**src/rtl/adq_pkg.sv**
```systemverilog
`timescale 1ns / 1ps
// ----------------------------------------------------------------------------
// adq_pkg
// Shared types and codes for the array deque: request and response payloads,
// operation and status codes, and the controller/datapath handshake structs.
// ----------------------------------------------------------------------------
package adq_pkg;

   localparam int unsigned DATA_W = 32;

   typedef enum logic [1:0] {
      KIND_INS_FRONT = 2'd0,
      KIND_INS_REAR  = 2'd1,
      KIND_DEL_REAR  = 2'd2,
      KIND_DEL_FRONT = 2'd3
   } kind_type;

   typedef enum logic [1:0] {
      STATUS_OK    = 2'd0,
      STATUS_FULL  = 2'd1,
      STATUS_EMPTY = 2'd2
   } status_type;

   typedef struct packed {
      logic [1:0]               kind;
      logic signed [DATA_W-1:0] value_in;
   } req_type;

   typedef struct packed {
      logic [1:0]               status;
      logic signed [DATA_W-1:0] value_out;
   } rsp_type;

   // Commands from the controller to the datapath.
   typedef struct packed {
      logic load_req;
      logic exec;
      logic post;
   } cmd_type;

   // Status from the datapath to the controller.
   typedef struct packed {
      logic out_free;
   } stat_type;

endpackage

```
**src/rtl/array_deque_unit.sv**
```systemverilog
`timescale 1ns / 1ps
// A request is latched on accept, applied to the deque in the update step and
// then loaded into the output register, later if the previous response is still
// stalled there. No new request is accepted until that load is done, so each
// request runs the accept, update and output-load steps of the sequencer.
// Reset: synchronous; the deque comes up empty with both indices at slot 0.
// ----------------------------------------------------------------------------
// array_deque_unit
// Double-ended queue over a non-wrapping array, one response per request.
// ----------------------------------------------------------------------------
module array_deque_unit #(
   parameter int unsigned DEPTH = 128
) (
   input  logic             clock,
   input  logic             reset,
   input  logic             req_valid,
   output logic             req_stall,
   input  adq_pkg::req_type req_data,
   output logic             rsp_valid,
   input  logic             rsp_stall,
   output adq_pkg::rsp_type rsp_data
);
   import adq_pkg::*;

   cmd_type  cmd;
   stat_type stat;

   adq_ctrl u_ctrl (
      .clock     (clock),
      .reset     (reset),
      .req_valid (req_valid),
      .req_stall (req_stall),
      .stat      (stat),
      .cmd       (cmd)
   );

   adq_dpath #(
      .DEPTH (DEPTH)
   ) u_dpath (
      .clock     (clock),
      .reset     (reset),
      .req_data  (req_data),
      .cmd       (cmd),
      .stat      (stat),
      .rsp_valid (rsp_valid),
      .rsp_stall (rsp_stall),
      .rsp_data  (rsp_data)
   );

endmodule

```
**src/rtl/adq_ctrl.sv**
```systemverilog
`timescale 1ns / 1ps
// ----------------------------------------------------------------------------
// adq_ctrl
// Sequencer for the deque: takes a request, runs the update step, then
// hands the result to the output register once that register is free.
// ----------------------------------------------------------------------------
module adq_ctrl (
   input  logic              clock,
   input  logic              reset,
   input  logic              req_valid,
   output logic              req_stall,
   input  adq_pkg::stat_type stat,
   output adq_pkg::cmd_type  cmd
);
   import adq_pkg::*;

   typedef enum logic [2:0] {
      ST_IDLE = 3'b001,
      ST_EXEC = 3'b010,
      ST_POST = 3'b100
   } state_type;

   state_type state_ff;
   state_type state_in;

   always_comb begin
      state_in     = state_ff;
      cmd.load_req = 1'b0;
      cmd.exec     = 1'b0;
      cmd.post     = 1'b0;
      req_stall    = 1'b1;
      case (state_ff)
         ST_IDLE: begin
            req_stall = 1'b0;
            if (req_valid) begin
               cmd.load_req = 1'b1;
               state_in     = ST_EXEC;
            end
         end
         ST_EXEC: begin
            cmd.exec = 1'b1;
            state_in = ST_POST;
         end
         ST_POST: begin
            // Wait here while an earlier response is still held downstream.
            if (stat.out_free) begin
               cmd.post = 1'b1;
               state_in = ST_IDLE;
            end
         end
         default: begin
            state_in = ST_IDLE;
         end
      endcase
   end

   always_ff @(posedge clock) begin
      if (reset) begin
         state_ff <= ST_IDLE;
      end else begin
         state_ff <= state_in;
      end
   end

endmodule

```
**src/rtl/adq_dpath.sv**
```systemverilog
`timescale 1ns / 1ps
// ----------------------------------------------------------------------------
// adq_dpath
// Deque datapath: element memory, head and tail indices, empty flag,
// request latch and the response output register.
// ----------------------------------------------------------------------------
module adq_dpath #(
   parameter int unsigned DEPTH = 128
) (
   input  logic              clock,
   input  logic              reset,
   input  adq_pkg::req_type  req_data,
   input  adq_pkg::cmd_type  cmd,
   output adq_pkg::stat_type stat,
   output logic              rsp_valid,
   input  logic              rsp_stall,
   output adq_pkg::rsp_type  rsp_data
);
   import adq_pkg::*;

   localparam int unsigned IDX_W = (DEPTH > 1) ? $clog2(DEPTH) : 1;
   localparam logic [IDX_W-1:0] LAST_IDX = IDX_W'(DEPTH - 1);

   logic [DATA_W-1:0] mem [DEPTH];

   logic [1:0]        kind_ff;
   logic [DATA_W-1:0] value_ff;
   logic [IDX_W-1:0]  head_ff, head_in;
   logic [IDX_W-1:0]  tail_ff, tail_in;
   logic              empty_ff, empty_in;
   logic [1:0]        status_ff, status_in;
   logic              del_ok_ff, del_ok_in;
   logic [DATA_W-1:0] rd_data_ff;
   logic              rsp_valid_ff;
   rsp_type           rsp_ff;

   logic              wr_en;
   logic [IDX_W-1:0]  wr_addr;
   logic [IDX_W-1:0]  rd_addr;

   always_comb begin
      head_in   = head_ff;
      tail_in   = tail_ff;
      empty_in  = empty_ff;
      status_in = STATUS_OK;
      del_ok_in = 1'b0;
      wr_en     = 1'b0;
      wr_addr   = '0;
      rd_addr   = (kind_ff == KIND_DEL_REAR) ? tail_ff : head_ff;
      case (kind_ff)
         KIND_INS_FRONT: begin
            if (empty_ff) begin
               head_in  = '0;
               tail_in  = '0;
               empty_in = 1'b0;
               wr_en    = 1'b1;
            end else if (head_ff == '0) begin
               status_in = STATUS_FULL;
            end else begin
               head_in = head_ff - 1'b1;
               wr_addr = head_ff - 1'b1;
               wr_en   = 1'b1;
            end
         end
         KIND_INS_REAR: begin
            if (empty_ff) begin
               head_in  = '0;
               tail_in  = '0;
               empty_in = 1'b0;
               wr_en    = 1'b1;
            end else if (tail_ff == LAST_IDX) begin
               status_in = STATUS_FULL;
            end else begin
               tail_in = tail_ff + 1'b1;
               wr_addr = tail_ff + 1'b1;
               wr_en   = 1'b1;
            end
         end
         KIND_DEL_REAR: begin
            if (empty_ff) begin
               status_in = STATUS_EMPTY;
            end else begin
               del_ok_in = 1'b1;
               if (head_ff == tail_ff) begin
                  head_in  = '0;
                  tail_in  = '0;
                  empty_in = 1'b1;
               end else begin
                  tail_in = tail_ff - 1'b1;
               end
            end
         end
         KIND_DEL_FRONT: begin
            if (empty_ff) begin
               status_in = STATUS_EMPTY;
            end else begin
               del_ok_in = 1'b1;
               if (head_ff == tail_ff) begin
                  head_in  = '0;
                  tail_in  = '0;
                  empty_in = 1'b1;
               end else begin
                  head_in = head_ff + 1'b1;
               end
            end
         end
         default: begin
            status_in = STATUS_OK;
         end
      endcase
   end

   // Element memory: at most one write and one registered read per cycle, both only in the update step.
   always_ff @(posedge clock) begin
      if (cmd.exec && wr_en) begin
         mem[wr_addr] <= value_ff;
      end
      if (cmd.exec) begin
         rd_data_ff <= mem[rd_addr];
      end
   end

   always_ff @(posedge clock) begin
      if (cmd.load_req) begin
         kind_ff  <= req_data.kind;
         value_ff <= req_data.value_in;
      end
      if (cmd.exec) begin
         status_ff <= status_in;
         del_ok_ff <= del_ok_in;
      end
      if (cmd.post) begin
         rsp_ff.status    <= status_ff;
         rsp_ff.value_out <= del_ok_ff ? rd_data_ff : '0;
      end
   end

   always_ff @(posedge clock) begin
      if (reset) begin
         head_ff      <= '0;
         tail_ff      <= '0;
         empty_ff     <= 1'b1;
         rsp_valid_ff <= 1'b0;
      end else begin
         if (cmd.exec) begin
            head_ff  <= head_in;
            tail_ff  <= tail_in;
            empty_ff <= empty_in;
         end
         if (cmd.post) begin
            rsp_valid_ff <= 1'b1;
         end else if (!rsp_stall) begin
            rsp_valid_ff <= 1'b0;
         end
      end
   end

   assign stat.out_free = !rsp_valid_ff || !rsp_stall;
   assign rsp_valid     = rsp_valid_ff;
   assign rsp_data      = rsp_ff;

endmodule

```
**config.mk**
```make
export PLATFORM = sky130hd
export DESIGN_NAME = array_deque_unit
export DESIGN_NICKNAME = d
export VERILOG_FILES = /design/src/rtl/adq_pkg.sv /design/src/rtl/array_deque_unit.sv /design/src/rtl/adq_ctrl.sv /design/src/rtl/adq_dpath.sv
export SDC_FILE = /design/constraint.sdc
export NUM_CORES = 2
export LEC_CHECK = 0
export BUFFER_PORTS_ARGS = -buffer_cell sky130_fd_sc_hd__buf_2
export CAP_MARGIN = 10
export CORE_ASPECT_RATIO = 0.9
export CORE_MARGIN = 2
export CORE_UTILIZATION = 50
export DETAILED_ROUTE_END_ITERATION = 7
export GPL_TIMING_DRIVEN = 1
export HOLD_SLACK_MARGIN = 0.03
export PLACE_DENSITY = 0.68
export SLEW_MARGIN = 5
export SYNTH_ARGS = -nofsm -noshare
export SYNTH_HDL_FRONTEND = slang
export SYNTH_SLANG_ARGS = --single-unit
```
**constraint.sdc**
```tcl
create_clock -name clock -period 6.5 [get_ports clock]
set_clock_uncertainty 0.05 [all_clocks]
set_input_delay 0.65 -clock clock [delete_from_list [all_inputs] [get_ports clock]]
set_output_delay 0.65 -clock clock [all_outputs]
set_load 0.01 [all_outputs]
```
After elaboration in Yosys (flattened, before gate mapping)
Memory sizes are Yosys's and may differ from the RTL's. A register that Yosys moved wholly into a read port is not among the register bits.
Index checks and enable logic that the tools add are counted.
W data, S select, Z words.

storage, ports and cells
  bits in registers = 90
  latch bits = 0
  bits in writable memories = 4096
  bits in read-only memories = 0
  output and inout port bits = 36
  logic and storage cells = 93
  memories = 1

cells by class
  $add $sub $neg = 4
  multipliers = 0
  div/mod/pow operators = 0
  $lt $le $gt $ge = 0
  eq/ne operators = 19
  shifts and indexed selects = 0
  multiplexer cells = 47
  bitwise logic cells = 0
  reductions and logical operators = 11

memories
  name         words  bits a word  read ports  clocked after memory_dff  write ports  RTL line         text
  u_dpath.mem  128    32           1           1                         1            adq_dpath.sv:24  logic [DATA_W-1:0] mem [DEPTH];

operators with widths
  operator               count
  $mux W7                16
  $pmux W7 S4            2
  $mux W1                19
  $add A7 B1 Y7 const B  2
  $pmux W7 S2            1
  $sub A7 B1 Y7 const B  2
  $reduce_and A6 Y1      2
  $ne A2 B2 Y1 const B   5
  $pmux W3 S3            1
  $ne A2 B1 Y1 const B   4
  $eq A7 B7 Y1           1
  $eq A7 B7 Y1 const B   1
  $logic_not A7 Y1       1
  $mux W2                3
  $mux W3                2
  $ne A3 B2 Y1 const B   2
  $pmux W2 S3            1
  $eq A2 B2 Y1 const B   2
  $pmux W1 S2            2
  $reduce_or A2 Y1       2
  $eq A3 B1 Y1 const B   1
  $eq A3 B2 Y1 const B   1
  $eq A3 B3 Y1 const B   1
  $eq A2 B1 Y1 const B   1
  other kinds (5)        6

Depth between registers and ports, before layout
  depth in word-level cells = 7
  depth in mapped cells = 15
  depth with buffers taken out = 9

By module
A second synthesis with hierarchy kept.

second synthesis, totals
  cells, all modules = 10801
  area, all modules = 166455.9 um^2

by module, submodules not included
  module     times used  cells each  area an instance (um^2)  seq. area each (um^2)
  adq_dpath  1           10786       166302.0                 126411.2
  adq_ctrl   1           15          153.9                    60.1

Least setup slack after synthesis
OpenSTA, ideal clock, no wires.

  path type = reg-to-reg
  from = register u_ctrl.state_ff[1]
  to = memory u_dpath.mem[41][0], enable pin
  library setup time = 0.421 ns
  data arrival time = 5.945 ns
  slack = 0.083 ns
  cell stages (with the launch flop) = 7
  buffers on the path = 1
  cells stage by stage = dfxtp_1 -> nor3b_1 -> o221ai_1 -> nor2b_1 -> nand2_1 -> clkbuf_1 -> nor2_1

on the way
  longest elaborated chain between the ends = 5

RTL lines
  item                           RTL line          text
  start, declared                adq_ctrl.sv:23    state_type state_ff;
  start signal, assigned         adq_ctrl.sv:61    state_ff <= state_in;
  $eq A3 B2 Y1                   adq_ctrl.sv:32    case (state_ff)
  $mux W1                        adq_ctrl.sv:32
  $logic_and A1 B1 Y1            adq_dpath.sv:115  if (cmd.exec && wr_en) begin
  $mux W1                        adq_dpath.sv:115
  $mux W1 (not written as such)  adq_dpath.sv:116  mem[wr_addr] <= value_ff;
  end, declared                  adq_dpath.sv:24

No other way between the ends.

Worst setup path after layout
  from = register u_dpath.kind_ff[0]
  to = register u_dpath.rd_data_ff[30] (read register of u_dpath.mem) (data pin)

on the way
  longest elaborated chain between the ends = 2

RTL lines
  item                    RTL line          text
  start, declared         adq_dpath.sv:26   logic [1:0] kind_ff;
  start signal, assigned  adq_dpath.sv:125  kind_ff <= req_data.kind;
  $eq A2 B2 Y1            adq_dpath.sv:49   rd_addr = (kind_ff == KIND_DEL_REAR) ? tail_ff : head_ff;
  $mux W7                 adq_dpath.sv:49
  end, declared           adq_dpath.sv:33   logic [DATA_W-1:0] rd_data_ff;

No other way between the ends.
A chain may end at the register's enable or synchronous reset.

==> metrics <==
Power Dens Cells 289.2 nW/µm²; Die X 610.7 µm; Slew headroom 0.02914; VDD IR max 249.8 µV; R2R Path Start u_dpath.kind_ff[0]; unique cell type count in the Yosys netlist 62; Tot GR Track Use 0.3020; TNS Setup 0 ps; Post-Synthesis Cells 10,720; Clock Latency Late Sink 940 ps; Final Max Slew Viols 0; failing checks design-rule violations; top_reg_cell synth edfxtp_1; global route overflow 0; CTS tree done; Synth Cell Area 165,700 µm²; DRC 2; Leakage 66.74 nW; crit path time final 6248 ps; initial core utilization 0.5023; Fin. Hold Viols 0; hold endpoint u_dpath.tail_ff[2]; Seq/Total Area, Yosys 0.7635; HP Start reset; Core Region 329,800 µm²; FF-to-FF path depth 13; Critical Path End Type flop; initial antenna violation count 51; row count 200; Num CTS Buffers 401; H-tree levels 5; worst hold slack 98.97 ps; FF/Latch Area 126,500 µm²; Worst Path Required 7160 ps; Synth warnings 0; layout cells sized above 1 0.1279; Least-Margin Pin Slew 1441 ps; average size of a mapped cell 15.45 µm²; RSZ-0062 raised after global routing no; status finished with violations; Reg-to-Reg End u_dpath.rd_data_ff[30]; number of synthesized flops with an enable pin 4,199; pre-CTS setup slack 591.3 ps; routed vias 103,100; Worst R2R Setup Slack 250 ps; global-route wire length before repair 725.4 mm; critical path's slowest cell mux2i_4; Clock Sinks 4,218; Area Overhead vs Synth 13.24%; Synth async-reset ratio 0; worst hold path type in -> reg; fin crit share 0.9612; CP max FO 28; Final HPWL DP 300.6 mm; Final nets 11,120; register bit total from synthesis 4,218; vias per inst 6.538; kind of critical path reg -> reg; port bufs 73; max incr delay on CP 1030 ps; max_cap viols 0; Bufs and invs on worst path 5; arrival time at the worst endpoint 6910 ps; clock tree buffer depth 4; startpoint types flop; Die Y 550.1 µm; Critical Path, Cell by Cell inv_1, ha_2, buf_4, mux2i_4, buf_12, buf_12, buf_4, nand2_1, nand3_1, a21oi_1, o21ai_0, nand3_1, nor3_1; f_max 0.1601 GHz; area of the multi-input gates 37,370 µm²; postcts setup bufs 0; gp weighted congestion 0.9528; fillcell total 24,950; clock transition at the registers of the reported paths 70 ps; final count of negative-setup-slack endpoints 0; root buffer cell clkbuf_16; first-pass detailed-route iteration total 8; Final ANT Viol Nets 0; number of global-route vias before repair 98,110; CP delay by family, top simple AND/OR/NAND/NOR gates; routed length per placed instance 32.82 µm; Worst Hold Depth 2; slack of the critical path 252.2 ps; Die ar. 335,900 µm²; Iteration-0 DRC Markers 17,840; Syn Nets 10,770; io pins 74; pin count of the biggest net entering global routing 129; wirelength, routed 517.5 mm
cell usage after synthesis (all sizes together) (19+ instances only):
| cell | count | area (µm²) |
|---|---|---|
| nor4 | 52 | 325.3 |
| a22oi | 29 | 217.7 |
| buf | 396 | 2135 |
| mux4 | 98 | 2207 |
| o31ai | 44 | 330.3 |
| edfxtp | 4199 | 126100 |
| nand2 | 1885 | 7076 |
| and2 | 38 | 237.7 |
| nor3 | 126 | 630.6 |
| a21oi | 650 | 3253 |
| o21ai | 92 | 460.4 |
| nor2 | 186 | 700.7 |
| a211oi | 47 | 352.8 |
| clkbuf | 283 | 1062 |
| mux2i | 971 | 9744 |
| nand3 | 839 | 4199 |
| o221ai | 422 | 3696 |
| dfxtp | 19 | 380.4 |
| a31oi | 32 | 200.2 |
| o22ai | 102 | 638.1 |
| a2111oi | 25 | 219.0 |
routing by layer:
layer  routed length [µm]  global-route usage
met1               188000              0.4101
met3                67710             0.07288
met2               229400              0.4511
met4                32150              0.1675
met5                  161                   0
placed cells by master, fill, tap and decap left out, drive strengths merged, types with 11 or more instances in the layout:
cell type    netlist  layout
o22ai            102     102
dfxtp             19      19
nand3            839     839
dlygate4sd3        0      36
a32oi             11      11
clkinvlp           0      16
clkinv             0     173
o221ai           422     422
a22oi             29      29
a2111oi           25      25
nor2             186     186
nand2           1885    1885
buf              396     590
clkbuf           283     474
xnor2             14      14
a211oi            47      47
bufinv             0      42
mux4              98      98
a21oi            650     650
o2111ai           13      13
nor4              52      52
and2              38      38
nand4             17      17
inv               11      24
a311oi            18      18
edfxtp          4199    4199
o31ai             44      44
o21ai             92      92
mux2i            971     971
nor3             126     126
a31oi             32      32
diode              0      35
worst register-to-register path, delay by kind of cell, from the launching register on:
| kind | cells | cell delay, ps |
|---|---|---|
| flip-flops | 1 | 430 |
| adder cells (fa/ha/maj) | 1 | 590 |
| buffers and inverters | 5 | 1380 |
| AO/OA/AOI/OAI | 2 | 980 |
| multiplexers | 1 | 1030 |
| AND/OR/NAND/NOR | 4 | 1560 |
where the power goes:
| group | switching, mW | internal (mW) | leakage [nW] | total [mW] |
|---|---|---|---|---|
| logic | 0.904 | 0.161 | 22.6 | 1.06 |
| clock network | 10.0 | 13.1 | 6.22 | 23.1 |
| registers | 0.0177 | 30.0 | 37.9 | 30.0 |
| total | 11.0 | 43.3 | 66.7 | 54.2 |
how the worst max path moves through the flow:
| stage | slack [ps] | start | endpoint | cells after the start |
|---|---|---|---|---|
| after detailed placement | 590 | u_dpath.kind_ff[0] | u_dpath.rd_data_ff[30] | 13 |
| after global routing | 450 | u_dpath.kind_ff[0] | u_dpath.rd_data_ff[30] | 13 |
| after CTS | 520 | u_dpath.kind_ff[0] | u_dpath.rd_data_ff[30] | 13 |
| final | 250 | u_dpath.kind_ff[0] | u_dpath.rd_data_ff[30] | 13 |
| after floorplan | 80 | u_ctrl.state_ff[1] | u_dpath.mem[41][0] | 6 |
| after global placement | 30 | u_dpath.kind_ff[0] | u_dpath.rd_data_ff[27] | 12 |
final cells by class:
cell class | count | share of cell area
timing repair buffer | 626 | 0.02909
clock inverter | 244 | 0.01231
antenna | 35 | 0.0004669
tap | 4343 | 0.02897
clock buffer | 474 | 0.05552
multi-input combinational | 5814 | 0.1992
inverter | 11 | 0.0002201
sequential | 4218 | 0.6742
timing repair:
| item | 4_1_cts | 5_1_grt |
|---|---|---|
| resized for setup | 0 | 0 |
| hold buffers | 36 | 0 |
| endpoints found under the hold margin | 36 | 0 |
cell families after synthesis:
logic type,count (synthesis),synth area share
buffers and inverters,690,0.01955
adders and majority gates,9,0.0006798
and+or+nand+nor,3192,0.08223
muxes,1074,0.07249
AOI/OAI and AO/OA,1523,0.06074
xor gates and xnor gates,16,0.0008460
DFF,4218,0.7635
through the flow:
step / total power [mW] / std cells / util / cell area (µm²)
floorplan: 31.10 / 10720 / - / 165700
global placement: 31.60 / 14960 / 0.5279 / 174100
detailed placement: 31.65 / 14970 / 0.5288 / 174400
CTS: 54.29 / 15730 / 0.5684 / 187500
global route: 55.45 / 15740 / 0.5685 / 187500
finish: 54.24 / 15770 / 0.5687 / 187600
sequential cells by signal (all words and copies together), names as in the netlist:
signal              flops
u_dpath.mem          4096
u_dpath.rsp_data       34
u_dpath.rd_data_ff     32
u_dpath.value_ff       32
u_dpath.head_ff         7
u_dpath.tail_ff         7
u_ctrl.state_ff         3
u_dpath.kind_ff         2
u_dpath.status_ff       2
u_dpath.del_ok_ff       1
u_dpath.empty_ff        1
u_dpath.rsp_valid       1
Note: power is estimated with default switching activity, not from simulation.
